**src/rtl/core/stu_pkg.sv**
```systemverilog
// Shared types, constants and command codes for the series transcendental unit.
`timescale 1ns / 1ps
`default_nettype none
package stu_pkg;

	localparam int STU_FRAC_BITS = 16;
	localparam int STU_DIV_W     = 64;
	localparam logic [63:0] STU_PI_Q32 = 64'd13493037705;

	localparam int CFG_IDX_W = 2;
	localparam int CFG_W     = 16;
	localparam logic [CFG_IDX_W-1:0] CFG_TERMS  = 2'd0;
	localparam logic [CFG_IDX_W-1:0] CFG_ITERS  = 2'd1;
	localparam logic [CFG_IDX_W-1:0] CFG_THRESH = 2'd2;

	localparam logic [2:0] FN_EXP  = 3'd0;
	localparam logic [2:0] FN_LOG  = 3'd1;
	localparam logic [2:0] FN_SIN  = 3'd2;
	localparam logic [2:0] FN_COS  = 3'd3;
	localparam logic [2:0] FN_TANH = 3'd4;

	localparam logic [4:0] OP_NONE     = 5'd0;
	localparam logic [4:0] OP_LOAD     = 5'd1;
	localparam logic [4:0] OP_EA_X     = 5'd2;
	localparam logic [4:0] OP_EX_INIT  = 5'd3;
	localparam logic [4:0] OP_EX_MUL   = 5'd4;
	localparam logic [4:0] OP_EX_DIV   = 5'd5;
	localparam logic [4:0] OP_EX_ACC   = 5'd6;
	localparam logic [4:0] OP_EX_FIN   = 5'd7;
	localparam logic [4:0] OP_EX_RDIV  = 5'd8;
	localparam logic [4:0] OP_EX_RCP   = 5'd9;
	localparam logic [4:0] OP_EXQ_FIN  = 5'd10;
	localparam logic [4:0] OP_LOG_INIT = 5'd11;
	localparam logic [4:0] OP_LOG_DIV  = 5'd12;
	localparam logic [4:0] OP_LOG_UPD  = 5'd13;
	localparam logic [4:0] OP_RED_DIV  = 5'd14;
	localparam logic [4:0] OP_TRG_RED  = 5'd15;
	localparam logic [4:0] OP_TRG_SQ   = 5'd16;
	localparam logic [4:0] OP_TRG_INIT = 5'd17;
	localparam logic [4:0] OP_TRG_ACC  = 5'd18;
	localparam logic [4:0] OP_TRG_DIV  = 5'd19;
	localparam logic [4:0] OP_TRG_TERM = 5'd20;
	localparam logic [4:0] OP_TNH_INIT = 5'd21;
	localparam logic [4:0] OP_TNH_E1   = 5'd22;
	localparam logic [4:0] OP_TNH_DIV  = 5'd23;
	localparam logic [4:0] OP_TNH_FIN  = 5'd24;
	localparam logic [4:0] OP_OUT      = 5'd25;

	typedef struct packed {
		logic [2:0]         req_type;
		logic signed [31:0] x_value;
	} stu_in_t;

	typedef struct packed {
		logic signed [31:0] y_value;
		logic               domain_error;
		logic               saturated;
	} stu_out_t;

	typedef struct packed {
		logic [4:0] op;
	} stu_cmd_t;

	typedef struct packed {
		logic [2:0] sel;
		logic       x_nonpos;
		logic       nt_zero;
		logic       tanh_clamp;
		logic       series_end;
		logic       brk;
		logic       neg;
		logic       div_done;
		logic       log_conv;
		logic       k_done;
	} stu_stat_t;

endpackage
`default_nettype wire

```
**src/rtl/core/stu_ctrl.sv**
```systemverilog
// Controller: sequences series, Newton and reduction steps on the datapath.
`timescale 1ns / 1ps
`default_nettype none
module stu_ctrl
	import stu_pkg::*;
(
	input  wire logic      clk,
	input  wire logic      arst_n,
	input  wire logic      start,
	input  wire stu_stat_t stat,
	output stu_cmd_t       cmd,
	output logic           busy
);
	localparam logic [4:0] S_IDLE     = 5'd0;
	localparam logic [4:0] S_DISP     = 5'd1;
	localparam logic [4:0] S_DWAIT    = 5'd2;
	localparam logic [4:0] S_EX_INIT  = 5'd3;
	localparam logic [4:0] S_EX_CHK   = 5'd4;
	localparam logic [4:0] S_EX_MUL   = 5'd5;
	localparam logic [4:0] S_EX_DIV   = 5'd6;
	localparam logic [4:0] S_EX_ACC   = 5'd7;
	localparam logic [4:0] S_EX_FIN   = 5'd8;
	localparam logic [4:0] S_EX_RCP   = 5'd9;
	localparam logic [4:0] S_EXQ_FIN  = 5'd10;
	localparam logic [4:0] S_LOG_STEP = 5'd11;
	localparam logic [4:0] S_LOG_UPD  = 5'd12;
	localparam logic [4:0] S_LOG_CHK  = 5'd13;
	localparam logic [4:0] S_TRG_RED  = 5'd14;
	localparam logic [4:0] S_TRG_SQ   = 5'd15;
	localparam logic [4:0] S_TRG_INIT = 5'd16;
	localparam logic [4:0] S_TRG_CHK  = 5'd17;
	localparam logic [4:0] S_TRG_ACC  = 5'd18;
	localparam logic [4:0] S_TRG_DIV  = 5'd19;
	localparam logic [4:0] S_TRG_TERM = 5'd20;
	localparam logic [4:0] S_TNH_E1   = 5'd21;
	localparam logic [4:0] S_TNH_E2   = 5'd22;
	localparam logic [4:0] S_TNH_FIN  = 5'd23;
	localparam logic [4:0] S_DONE     = 5'd24;

	logic [4:0] state_q, state_d, eret_q, eret_d, dret_q, dret_d;

	always_comb begin
		state_d = state_q;
		eret_d  = eret_q;
		dret_d  = dret_q;
		cmd.op  = OP_NONE;
		case (state_q)
			S_IDLE: begin
				if (start) begin
					cmd.op  = OP_LOAD;
					state_d = S_DISP;
				end
			end
			S_DISP: begin
				case (stat.sel)
					FN_EXP: begin
						cmd.op  = OP_EA_X;
						state_d = S_EX_INIT;
						eret_d  = S_EXQ_FIN;
					end
					FN_LOG: begin
						cmd.op = OP_LOG_INIT;
						if (stat.x_nonpos || stat.nt_zero) begin
							state_d = S_DONE;
						end else begin
							state_d = S_EX_INIT;
							eret_d  = S_LOG_STEP;
						end
					end
					FN_SIN, FN_COS: begin
						cmd.op  = OP_RED_DIV;
						state_d = S_DWAIT;
						dret_d  = S_TRG_RED;
					end
					FN_TANH: begin
						cmd.op = OP_TNH_INIT;
						if (stat.tanh_clamp) begin
							state_d = S_DONE;
						end else begin
							state_d = S_EX_INIT;
							eret_d  = S_TNH_E1;
						end
					end
					default: state_d = S_DONE;
				endcase
			end
			S_DWAIT: begin
				if (stat.div_done) state_d = dret_q;
			end
			S_EX_INIT: begin
				cmd.op  = OP_EX_INIT;
				state_d = S_EX_CHK;
			end
			S_EX_CHK: begin
				state_d = (stat.brk || stat.series_end) ? S_EX_FIN : S_EX_MUL;
			end
			S_EX_MUL: begin
				cmd.op  = OP_EX_MUL;
				state_d = S_EX_DIV;
			end
			S_EX_DIV: begin
				cmd.op  = OP_EX_DIV;
				state_d = S_DWAIT;
				dret_d  = S_EX_ACC;
			end
			S_EX_ACC: begin
				cmd.op  = OP_EX_ACC;
				state_d = S_EX_CHK;
			end
			S_EX_FIN: begin
				if (stat.neg) begin
					cmd.op  = OP_EX_RDIV;
					state_d = S_DWAIT;
					dret_d  = S_EX_RCP;
				end else begin
					cmd.op  = OP_EX_FIN;
					state_d = eret_q;
				end
			end
			S_EX_RCP: begin
				cmd.op  = OP_EX_RCP;
				state_d = eret_q;
			end
			S_EXQ_FIN: begin
				cmd.op  = OP_EXQ_FIN;
				state_d = S_DONE;
			end
			S_LOG_STEP: begin
				cmd.op  = OP_LOG_DIV;
				state_d = S_DWAIT;
				dret_d  = S_LOG_UPD;
			end
			S_LOG_UPD: begin
				cmd.op  = OP_LOG_UPD;
				state_d = S_EX_INIT;
				eret_d  = S_LOG_CHK;
			end
			S_LOG_CHK: begin
				state_d = (stat.log_conv || stat.k_done) ? S_DONE : S_LOG_STEP;
			end
			S_TRG_RED: begin
				cmd.op  = OP_TRG_RED;
				state_d = S_TRG_SQ;
			end
			S_TRG_SQ: begin
				cmd.op  = OP_TRG_SQ;
				state_d = S_TRG_INIT;
			end
			S_TRG_INIT: begin
				cmd.op  = OP_TRG_INIT;
				state_d = S_TRG_CHK;
			end
			S_TRG_CHK: begin
				state_d = (stat.brk || stat.series_end) ? S_DONE : S_TRG_ACC;
			end
			S_TRG_ACC: begin
				cmd.op  = OP_TRG_ACC;
				state_d = S_TRG_DIV;
			end
			S_TRG_DIV: begin
				cmd.op  = OP_TRG_DIV;
				state_d = S_DWAIT;
				dret_d  = S_TRG_TERM;
			end
			S_TRG_TERM: begin
				cmd.op  = OP_TRG_TERM;
				state_d = S_TRG_CHK;
			end
			S_TNH_E1: begin
				cmd.op  = OP_TNH_E1;
				state_d = S_EX_INIT;
				eret_d  = S_TNH_E2;
			end
			S_TNH_E2: begin
				cmd.op  = OP_TNH_DIV;
				state_d = S_DWAIT;
				dret_d  = S_TNH_FIN;
			end
			S_TNH_FIN: begin
				cmd.op  = OP_TNH_FIN;
				state_d = S_DONE;
			end
			S_DONE: begin
				cmd.op  = OP_OUT;
				state_d = S_IDLE;
			end
			default: state_d = S_IDLE;
		endcase
	end

	always_ff @(posedge clk or negedge arst_n) begin
		if (!arst_n) begin
			state_q <= S_IDLE;
			eret_q  <= S_IDLE;
			dret_q  <= S_IDLE;
		end else begin
			state_q <= state_d;
			eret_q  <= eret_d;
			dret_q  <= dret_d;
		end
	end

	assign busy = state_q != S_IDLE;

endmodule
`default_nettype wire

```
**config.mk**
```make
export PLATFORM = sky130hd
export DESIGN_NAME = stu_ctrl
export DESIGN_NICKNAME = d
export VERILOG_FILES = /design/src/rtl/core/stu_pkg.sv /design/src/rtl/core/stu_ctrl.sv
export SDC_FILE = /design/constraint.sdc
export NUM_CORES = 1
export LEC_CHECK = 0
export BUFFER_PORTS_ARGS = -buffer_cell sky130_fd_sc_hd__buf_2
export CAP_MARGIN = 20
export CORE_ASPECT_RATIO = 1.25
export CORE_MARGIN = 2
export CORE_UTILIZATION = 35
export DETAILED_ROUTE_END_ITERATION = 6
export GPL_ROUTABILITY_DRIVEN = 0
export GPL_TIMING_DRIVEN = 0
export SETUP_SLACK_MARGIN = 0.3
export SLEW_MARGIN = 25
export SYNTH_ARGS = -nofsm -noshare
export SYNTH_HDL_FRONTEND = slang
export SYNTH_SLANG_ARGS = --single-unit
export TNS_END_PERCENT = 30
```
**constraint.sdc**
```tcl
create_clock -name clk -period 5.35 [get_ports clk]
set_clock_uncertainty 0.15 [all_clocks]
set_input_delay 0.8025 -clock clk [delete_from_list [all_inputs] [get_ports clk]]
set_output_delay 0.8025 -clock clk [all_outputs]
set_load 0.01 [all_outputs]
```
==> metrics.md, run 1 <==
| Metric | Value |
|---|---|
| Outcome | finished clean |
| Leakage power total | 0.707 nW |
| CTS max path bufs | 2 |
| Register area share after synthesis | 0.254 |
| Psw | 0.506 mW |
| Antenna diodes | 0 |
| Row Count | 26 |
| Grt total ovfl | 0 |
| R2r endpoint | eret_q[4]$_DFFE_PN0P_ |
| Reg-to-reg startpoint | state_q[3]$_DFFE_PN0P_ |
| Worst vdd ir | 0.193 mV |
| Post-route ant nets | 0 |
| Post-synth top area cell | dfrtp_1 |
| Post-DP HPWL | 3740 um |
| Final Hold Viols | 0 |
| Vias per inst | 6.18 |
| CP max stage cell | dfrtp_1 |
| Crit path max fanout | 10 |
| Final Setup Violations | 0 |
| CP most frequent cell | clkbuf_1 |
| Most frequent cells in the layout | buf_2, nand2_1, nor2_1, dfrtp_1, a21oi_1 |
| Core footprint | 0.00407 mm2 |
| CP startpoint kind | flip-flop |
| Top_reg_cell synth | dfrtp_1 |
| Final period util | 0.574 |
| CP Cell Sequence | clkbuf_1, clkbuf_1, o21ai_0, a32oi_1, o22ai_1, buf_2 |
| Flop pwr share | 0.219 |
| Int Pwr | 0.458 mW |
| Placed insts | 280 |
| Commonest non-fill, non-tap cell in the layout | buf_2 |
| Pwr/cell area | 569 mW/mm2 |
| CTS Root Cell | clkbuf_8 |
| Io pins | 21 |
| EDFF count, synth | 0 |
| CTS tree | yes |
| Total Routing Usage GR | 0.221 |
| Inserted Clock Buffers | 3 |
| Vias in the first global route | 1,658 |
| Non-filler cells, final | 284 |
| CTS resizes | 0 |
| Synth Cell Area | 0.00148 mm2 |
| Maxcap violations | 0 |
| Setup bufs post-CTS | 0 |
| Mux cell area share after synthesis | 0.0381 |
| Flop-to-flop setup slack | 3.24 ns |
| Fin nets | 244 |
| Initial core utilization | 0.364 |
| Sum Neg Setup Slack | 0 ns |
| Worst r2r path cells | 6 |
| Largest family of logic cells by synthesized area | compound AO/OA/AOI/OAI gates |
| Gate power share | 0.683 |
| Initial antenna violation count | 0 |
| Initial DRC count | 188 |
| Skew-Pair Late Insertion Delay | 0.26 ns |
| Post-Synth XOR/XNOR Area | 0.0118 |
| Most area-consuming cells after synthesis | dfrtp_1, nand2_1, nor2_1, a21oi_1, o21ai_0 |
| Avg Cell Area, Syn | 7.25 um2 |
| Clk slew on worst S/H paths | 0.07 ns |
| Die H | 76.7 um |
| Total Wirelength | 5110 um |
| I/O Buffers | 20 |
| DRC | 0 |
| Largest net degree at the start of global routing | 16 |
| Worst path required time | 4.40 ns |
| Share of cells above drive strength 1 | 0.197 |
| RSZ-0062 raised after global routing | false |
| Worst path max stage delay | 0.44 ns |
| Async SR Flop Fraction | 1.00 |
| Fin crit period | 3.07 ns |
| Die width | 62.1 um |
| Fmax | 325 MHz |
| Register area | 375 um2 |
| First-pass GRT wire length | 8400 um |
| Synth Area in Adders | 0 |
| Pins Over Slew Limit | 0 |
| Mapped Nets | 219 |
| #FFs+latches synth | 15 |
| Yosys warns | 0 |
| Clk network pwr share | 0.098 |
| Critical Path AT | 2.12 ns |
| Vias | 1,755 |
| Layout Area Growth over Synthesis | 14.6% |
| Worst Tran Pin Value | 0.612 ns |
| Compound-Gate Fraction of Synth Area | 0.320 |
| CP Capture Type | output pin |
| Simple-Gate Fraction of Synth Area | 0.294 |
| Post-synth top area share | 0.254 |
| Multi-input logic area | 981 um2 |
| DR WL/cell | 18.0 um |
| CTS Hold Bufs | 0 |
| Die area | 0.00476 mm2 |
| CTS sink cnt | 15 |
| Post-synthesis cell type count | 53 |
| Cells after Synth | 204 |
| Setup CP Type | flip-flop to output pin |
| Drt first pass iters | 5 |
| Slew margin rel. | 0.589 |
| Fill count | 438 |
| Tightest Hold Check Type | primary input to asynchronous set/reset pin |
| Switch share | 0.525 |
| # H-tree levels | 1 |
==> synthesized netlist by cell type (4+ instances only) <==
master and instances:
clkbuf_1 5, dfrtp_1 15, inv_2 4, buf_2 8, o31ai_1 4, nor2b_1 6, a21oi_1 14, o21ai_0 12
nand3_1 9, nand2b_1 5, nand2_1 24, o21ai_1 5, nor3_1 6, inv_1 8, nor2_1 22
==> final cells by class <==
| class | count | share of cell area |
|---|---|---|
| Multi-Input combinational cell | 162 | 0.579 |
| Clock buffer | 3 | 0.0244 |
| Tap cell | 56 | 0.0413 |
| Sequential cell | 15 | 0.221 |
| Buffer | 15 | 0.0458 |
| Clock inverter | 1 | 0.00295 |
| Inverter | 12 | 0.0266 |
| Timing Repair Buffer | 20 | 0.0590 |
==> logic make-up (layout without fill, tap and decap cells) <==
| group | after synthesis | in the layout |
|---|---|---|
| buf+inv | 27 | 51 |
| flops | 15 | 15 |
| xor+xnor | 2 | 2 |
| simple gates | 85 | 85 |
| mux | 5 | 5 |
| compound gates | 70 | 70 |
==> power by group through the flow <==
stage / clock, mW / combinational [mW] / sequential [mW]
after floorplan: 0 / 0.467 / 0.194
after global placement: 0 / 0.648 / 0.210
after detailed placement: 0 / 0.640 / 0.210
after CTS: 0.0952 / 0.644 / 0.208
after global routing: 0.103 / 0.715 / 0.216
final: 0.0946 / 0.658 / 0.211
==> sequential cells by signal, summed over array words and instances, names as in the netlist <==
| name | count |
|---|---|
| dret_q | 5 |
| eret_q | 5 |
| state_q | 5 |
==> worst max-delay path: cells and delay by family, from the launching register on <==
kind / cells / cell delay [ns]
buffers and inverters: 3 / 0.96
AO/OA/AOI/OAI: 3 / 0.45
flip-flops: 1 / 0.44
==> metal layers <==
layer / global-route usage / vias up / share of wire
li1: - / 799 / -
met1: 0.280 / 802 / 0.40
met2: 0.326 / 115 / 0.44
met3: 0.0660 / 39 / 0.096
met4: 0.140 / 0 / 0.065
met5: 0 / - / 0
==> through the flow <==
stage,hold slack [ns],setup slack [ns],power (mW),instance area (um2),util
2_1_floorplan,0.295,2.71,0.661,1480,-
3_3_place_gp,0.317,2.42,0.858,1650,0.406
3_5_place_dp,0.327,2.42,0.850,1650,0.406
4_1_cts,0.310,2.33,0.947,1700,0.417
5_1_grt,0.322,2.18,1.03,1700,0.417
6_report,0.287,2.28,0.964,1700,0.417
==> worst max path at each step <==
stage / from / end / slack (ns) / cells past startpoint
CTS: state_q[4]$_DFFE_PN0P_ / cmd[3] / 2.33 / 7
detailed placement: stat[3] / cmd[3] / 2.42 / 6
global route: state_q[0]$_DFFE_PN0P_ / cmd[1] / 2.18 / 6
global placement: stat[3] / cmd[3] / 2.42 / 6
floorplan: stat[10] / cmd[4] / 2.71 / 5
finish: state_q[0]$_DFFE_PN0P_ / cmd[1] / 2.28 / 6
Power figures use the tool's default switching activity.
==> run 2, diff against run 1 <==
clock period = 3.1 ns   (was 5.35 ns; I/O delays follow)
==> metrics.md, run 2 (synthesized netlist as in run 1, its figures left out) <==
| Metric | Value |
|---|---|
| Outcome | finished clean |
| Row Count | 26 (unchanged) |
| Vias | 1,776 (+1.2%) |
| Clk slew on worst S/H paths | 0.06 ns (about the same) |
| I/O Buffers | 20 (unchanged) |
| Placed instance area | 0.00165 mm2 (unchanged) |
| Crit path max fanout | 10 (unchanged) |
| CTS max path bufs | 2 (unchanged) |
| Fill count | 437 (-0.23%) |
| Post-DP HPWL | 3740 um (unchanged) |
| Core footprint | 0.00407 mm2 (unchanged) |
| Biggest regs | dret_q x5, eret_q x5, state_q x5 |
| Psw | 0.878 mW (+74%) |
| # H-tree levels | 1 (unchanged) |
| Vias in the first global route | 1,658 (unchanged) |
| Largest net degree at the start of global routing | 16 (unchanged) |
| Setup CP Type | flip-flop to output pin |
| Reg-to-reg startpoint | state_q[3]$_DFFE_PN0P_ |
| R2r endpoint | eret_q[4]$_DFFE_PN0P_ |
| Io pins | 21 (unchanged) |
| Pins Over Slew Limit | 0 (unchanged) |
| Gate power share | 0.684 (about the same) |
| Fin crit period | 2.73 ns |
| Critical Path AT | 2.11 ns (about the same) |
| Worst slack, placed | 0.690 ns (-1.73 ns) |
| Vias per inst | 6.23 (+0.84%) |
| Slew margin rel. | 0.580 (-0.00849) |
| Maxcap violations | 0 (unchanged) |
| Int Pwr | 0.793 mW (+73%) |
| Worst Tran Pin Value | 0.625 ns (+0.0126 ns) |
| Switch share | 0.525 (+0.000794) |
| Antenna diodes | 0 (unchanged) |
| Initial antenna violation count | 0 (unchanged) |
| Die area | 0.00476 mm2 (unchanged) |
| First-pass GRT wire length | 8400 um (unchanged) |
| Final Cell Area | 0.00171 mm2 (+0.66%) |
| Inserted Clock Buffers | 3 (unchanged) |
| Initial core utilization | 0.364 (unchanged) |
| Clk network pwr share | 0.099 (about the same) |
| Hold Startpoint | eret_q[3]$_DFFE_PN0P_ |
| Flop-to-flop setup slack | 0.99 ns (-2.25 ns) |
| Total Wirelength | 5170 um (+1.2%) |
| Flop pwr share | 0.217 (-0.002) |
| Final Hold Viols | 0 (unchanged) |
| Initial DRC count | 206 (+9.6%) |
| CTS tree | yes |
| Drt first pass iters | 5 (unchanged) |
| Core Util, Final | 0.420 (+0.00277) |
| Final Setup Violations | 0 (unchanged) |
| Final period util | 0.879 |
| Final worst slack | 0.374 ns (-1.90 ns) |
| CP startpoint kind | flip-flop |
| Die H | 76.7 um (unchanged) |
| Tightest Hold Check Type | flip-flop to flip-flop |
| CTS Root Cell | clkbuf_8 |
| Worst r2r path cells | 6 (unchanged) |
| WHS | 0.337 ns (+0.0496 ns) |
| Die width | 62.1 um (unchanged) |
| DRC | 0 (unchanged) |
| CP Capture Type | output pin |
| Most frequent cells in the layout | buf_2, nand2_1, nor2_1, dfrtp_1, a21oi_1 |
| Layout Area Growth over Synthesis | 15.4% |
| Sum Neg Setup Slack | 0 ns (unchanged) |
| CTS sink cnt | 15 (unchanged) |
| Share of cells above drive strength 1 | 0.201 (+0.00350) |
| WHS Path Cells | 1 |
| Fin nets | 245 (+0.41%) |
| Pwr/cell area | 979 mW/mm2 (+72%) |
| Worst vdd ir | 0.334 mV (+73%) |
| Commonest non-fill, non-tap cell in the layout | buf_2 |
| Grt total ovfl | 0 (unchanged) |
| Leakage power total | 0.714 nW (+1.0%) |
| Post-route ant nets | 0 (unchanged) |
| DR WL/cell | 18.1 um (+0.88%) |
| Skew-Pair Late Insertion Delay | 0.26 ns (about the same) |
| Total Routing Usage GR | 0.221 (unchanged) |
| Worst hold path endpoint | eret_q[3]$_DFFE_PN0P_ |
| Fmax | 367 MHz |
| RSZ-0062 raised after global routing | true |
| Worst path required time | 2.48 ns (-1.92 ns) |
==> run 2: changes by cell type in the layout (fill, tap and decap cells not counted), sizes merged <==
cell	delta
dlygate4sd3	+1
==> run 2: routing by layer <==
| layer | global-route usage | wire length (um) | up-vias |
|---|---|---|---|
| met4 | 0.140 | 357 | 0 |
| met3 | 0.0660 | 566 | 41 |
| li1 | - | - | 801 |
| met5 | 0 | 0 | - |
| met2 | 0.326 | 2270 | 140 |
| met1 | 0.280 | 1980 | 794 |
==> run 2: how the worst max path moves through the flow <==
stage	slack, ns	end	start	cells past startpoint
floorplan	0.95	cmd[3]	state_q[4]$_DFFE_PN0P_	6
global placement	0.68	cmd[3]	state_q[4]$_DFFE_PN0P_	7
detailed placement	0.69	cmd[3]	state_q[4]$_DFFE_PN0P_	7
CTS	0.41	cmd[3]	state_q[4]$_DFFE_PN0P_	7
global route	0.28	cmd[3]	state_q[4]$_DFFE_PN0P_	7
finish	0.37	cmd[3]	state_q[4]$_DFFE_PN0P_	7
==> run 2: critical path, cell delays in order, from the launching register on <==
cell and delay, ns:
dfrtp_1 0.35, buf_4 0.18, inv_1 0.19, mux2_2 0.36, a21oi_1 0.16, o22ai_1 0.10, a221o_1 0.37, buf_2 0.14
==> run 2: final cells by class <==
| type | instances | area [um2] | share of cell area |
|---|---|---|---|
| buffer | 15 | 78.8 | 0.0462 |
| clock buffer | 3 | 41.3 | 0.0242 |
| clock inverter | 1 | 5.00 | 0.00293 |
| inverter | 12 | 45.0 | 0.0264 |
| multi-input combinational | 162 | 981 | 0.575 |
| sequential | 15 | 375 | 0.220 |
| tap | 56 | 70.1 | 0.0411 |
| timing repair buffer | 21 | 110 | 0.0645 |
==> run 2: metrics by stage <==
stage               power, mW  instances
global route             1.79        285
finish                   1.67        285
global placement         1.48        280
CTS                      1.64        285
detailed placement       1.47        280
floorplan                1.14        204
==> run 2: repair_timing <==
item                                   4_1_cts  5_1_grt
buffers inserted                             0        0
endpoints found under the hold margin       15        0
setup endpoints to repair                    0        3
resized for setup                            0        2
hold buffers                                 1        0
==> run 2: power by group through the flow <==
stage / clock [mW] / sequential [mW] / combinational [mW]
5_1_grt: 0.177 / 0.373 / 1.24
3_3_place_gp: 0 / 0.363 / 1.12
3_5_place_dp: 0 / 0.363 / 1.10
2_1_floorplan: 0 / 0.334 / 0.807
6_report: 0.165 / 0.362 / 1.14
4_1_cts: 0.164 / 0.360 / 1.11
==> run 3, diff against run 2 <==
CORE_ASPECT_RATIO = default   (was 1.25)
==> metrics.md, run 3 (synthesized netlist as in run 1, its figures left out) <==
| Metric | Value |
|---|---|
| Die area | 0.00476 mm2 (about the same) |
| Setup CP Type | flip-flop to output pin |
| Vias | 1,707 (-3.9%) |
| Placed instance area | 0.00164 mm2 (-0.46%) |
| Antenna diodes | 0 (unchanged) |
| Int Pwr | 0.796 mW (+0.31%) |
| Worst path required time | 2.48 ns (about the same) |
| Biggest regs | dret_q x5, eret_q x5, state_q x5 |
| Worst vdd ir | 0.354 mV (+6.0%) |
| Slew margin rel. | 0.589 (+0.00832) |
| Largest net degree at the start of global routing | 16 (unchanged) |
| Met2 global-route usage | 0.324 (-0.00237) |
| Worst slack, placed | 0.739 ns (+0.0486 ns) |
| I/O Buffers | 20 (unchanged) |
| Initial core utilization | 0.367 (+0.00339) |
| Vias per inst | 6.12 (-1.8%) |
| CTS Root Cell | clkbuf_8 |
| First-pass GRT wire length | 8140 um (-3.0%) |
| Die width | 69.0 um (+11%) |
| CTS tree | yes |
| DRC | 12 (+12) |
| # H-tree levels | 1 (unchanged) |
| WHS | 0.342 ns (+0.00477 ns) |
| CP Capture Type | output pin |
| Clk network pwr share | 0.095 (-0.004) |
| Leakage power total | 0.708 nW (-0.83%) |
| Layout Area Growth over Synthesis | 14.9% |
| CP delay by family, top | buffers and inverters |
| Worst hold path endpoint | eret_q[3]$_DFFE_PN0P_ |
| Final Setup Violations | 0 (unchanged) |
| Hold Startpoint | eret_q[3]$_DFFE_PN0P_ |
| CP most frequent cell | clkbuf_1 |
| Final Cell Area | 0.00170 mm2 (-0.44%) |
| CP Cell Sequence | clkbuf_1, clkbuf_1, a21o_1, nand2_1, o311ai_0, buf_2 |
| Crit path buf inv count | 3 (unchanged) |
| Maxcap violations | 0 (unchanged) |
| Critical Path AT | 2.06 ns (-0.05 ns) |
| Fin crit period | 2.68 ns (-0.0473 ns) |
| Reg-to-reg startpoint | state_q[3]$_DFFE_PN0P_ |
| Post-route ant nets | 0 (unchanged) |
| CTS sink cnt | 15 (unchanged) |
| GRT met3 Usage | 0.0526 (-0.0134) |
| Io pins | 21 (unchanged) |
| Worst Tran Pin Value | 0.612 ns (-0.0124 ns) |
| Crit path max fanout | 10 (unchanged) |
| CTS max path bufs | 2 (unchanged) |
| Fin nets | 245 (unchanged) |
| Drt first pass iters | 7 (+2) |
| Flop pwr share | 0.222 (+0.005) |
| Placed insts | 274 (-2.1%) |
| Worst path max stage delay | 0.43 ns (+0.06 ns) |
| Non-filler cells, final | 279 (-2.1%) |
| Pins Over Slew Limit | 0 (unchanged) |
| Grt total ovfl | 0 (unchanged) |
| Final worst slack | 0.422 ns (+0.0473 ns) |
| Switch share | 0.517 (-0.00802) |
| DR WL/cell | 17.8 um (-1.8%) |
| Flop-to-flop setup slack | 1.01 ns (+0.02 ns) |
| Initial DRC count | 253 (+23%) |
| Sum Neg Setup Slack | 0 ns (unchanged) |
| Most frequent cells in the layout | buf_2, nand2_1, nor2_1, dfrtp_1, a21oi_1 |
| Row Count | 23 (-12%) |
| Skew-Pair Late Insertion Delay | 0.24 ns (-0.02 ns) |
| Inserted Clock Buffers | 3 (unchanged) |
| Psw | 0.853 mW (-2.9%) |
| Post-DP HPWL | 3750 um (+0.45%) |
| Gate power share | 0.683 (about the same) |
| GR peak layer | met2 |
| Final Hold Viols | 0 (unchanged) |
| Clk slew on worst S/H paths | 0.06 ns (about the same) |
| Total Wirelength | 4970 um (-3.9%) |
| CP max stage cell | dfrtp_1 |
| Routing usage on met1 | 0.285 (+0.00564) |
| CP startpoint kind | flip-flop |
| Vias in the first global route | 1,611 (-2.8%) |
| Outcome | complete, but fails checks |
| Die H | 69.0 um (-10%) |
| Pwr/cell area | 970 mW/mm2 (-0.92%) |
| Core footprint | 0.00403 mm2 (-0.92%) |
| Initial antenna violation count | 0 (unchanged) |
| Commonest non-fill, non-tap cell in the layout | buf_2 |
| Final period util | 0.864 (-0.0152) |
| Failing checks | DRC |
| Total Routing Usage GR | 0.211 (-0.00981) |
| WHS Path Cells | 1 (unchanged) |
| R2r endpoint | eret_q[1]$_DFFE_PN0P_ |
| Fmax | 373 MHz (+1.8%) |
| Share of cells above drive strength 1 | 0.192 (-0.00873) |
| Tightest Hold Check Type | flip-flop to flip-flop |
| Worst r2r path cells | 6 (unchanged) |
| RSZ-0062 raised after global routing | true |
| Setup bufs post-CTS | 0 (unchanged) |
| Fill count | 432 (-1.1%) |
-- run 3: worst max path at each step --
stage	startpoint	end	slack [ns]	cells past startpoint
floorplan	state_q[4]$_DFFE_PN0P_	cmd[3]	0.95	6
global placement	state_q[0]$_DFFE_PN0P_	cmd[4]	0.67	6
detailed placement	state_q[4]$_DFFE_PN0P_	cmd[3]	0.74	7
CTS	state_q[4]$_DFFE_PN0P_	cmd[3]	0.47	7
global route	state_q[1]$_DFFE_PN0P_	cmd[2]	0.29	7
finish	state_q[0]$_DFFE_PN0P_	cmd[4]	0.42	6
-- run 3: cell type report --
| class | count | area, um2 | share of cell area |
|---|---|---|---|
| multi-input cells | 162 | 981 | 0.577 |
| flip-flops and latches | 15 | 375 | 0.221 |
| repair buffers | 21 | 110 | 0.0648 |
| plain buffers | 15 | 80.1 | 0.0471 |
| well taps | 50 | 62.6 | 0.0368 |
| clock buffers | 4 | 45.0 | 0.0265 |
| inverters | 12 | 45.0 | 0.0265 |
-- run 3: what timing repair did --
item	in CTS	in global routing
hold buffers	1	0
endpoints found under the setup margin	0	2
resized for setup	0	1
endpoints found under the hold margin	15	0
-- run 3: per-stage QoR --
stage	total power, mW	util
after global routing	1.78	0.422
final	1.65	0.422
after floorplan	1.14	-
after detailed placement	1.46	0.407
after global placement	1.47	0.407
after CTS	1.63	0.421
-- run 3: routing by layer --
| layer | up-vias | part of all wire | wire length (um) |
|---|---|---|---|
| li1 | 801 | - | - |
| met1 | 783 | 0.43 | 2140 |
| met2 | 106 | 0.45 | 2220 |
| met3 | 17 | 0.094 | 469 |
| met4 | 0 | 0.029 | 142 |
| met5 | - | 0 | 0 |
-- run 3: power groups by stage --
| stage | clock [mW] | combinational, mW | sequential (mW) |
|---|---|---|---|
| finish | 0.157 | 1.13 | 0.366 |
| global route | 0.175 | 1.23 | 0.375 |
| CTS | 0.164 | 1.10 | 0.363 |
| detailed placement | 0 | 1.09 | 0.365 |
| global placement | 0 | 1.11 | 0.364 |
| floorplan | 0 | 0.807 | 0.334 |
-- run 3: worst reg2reg max path, stage by stage, from the launching register on --
cell and delay, ns:
dfrtp_1 0.45, clkbuf_4 0.24, nor2_4 0.18, nand2_1 0.19, o22ai_2 0.40, inv_2 0.07, a211o_1 0.29
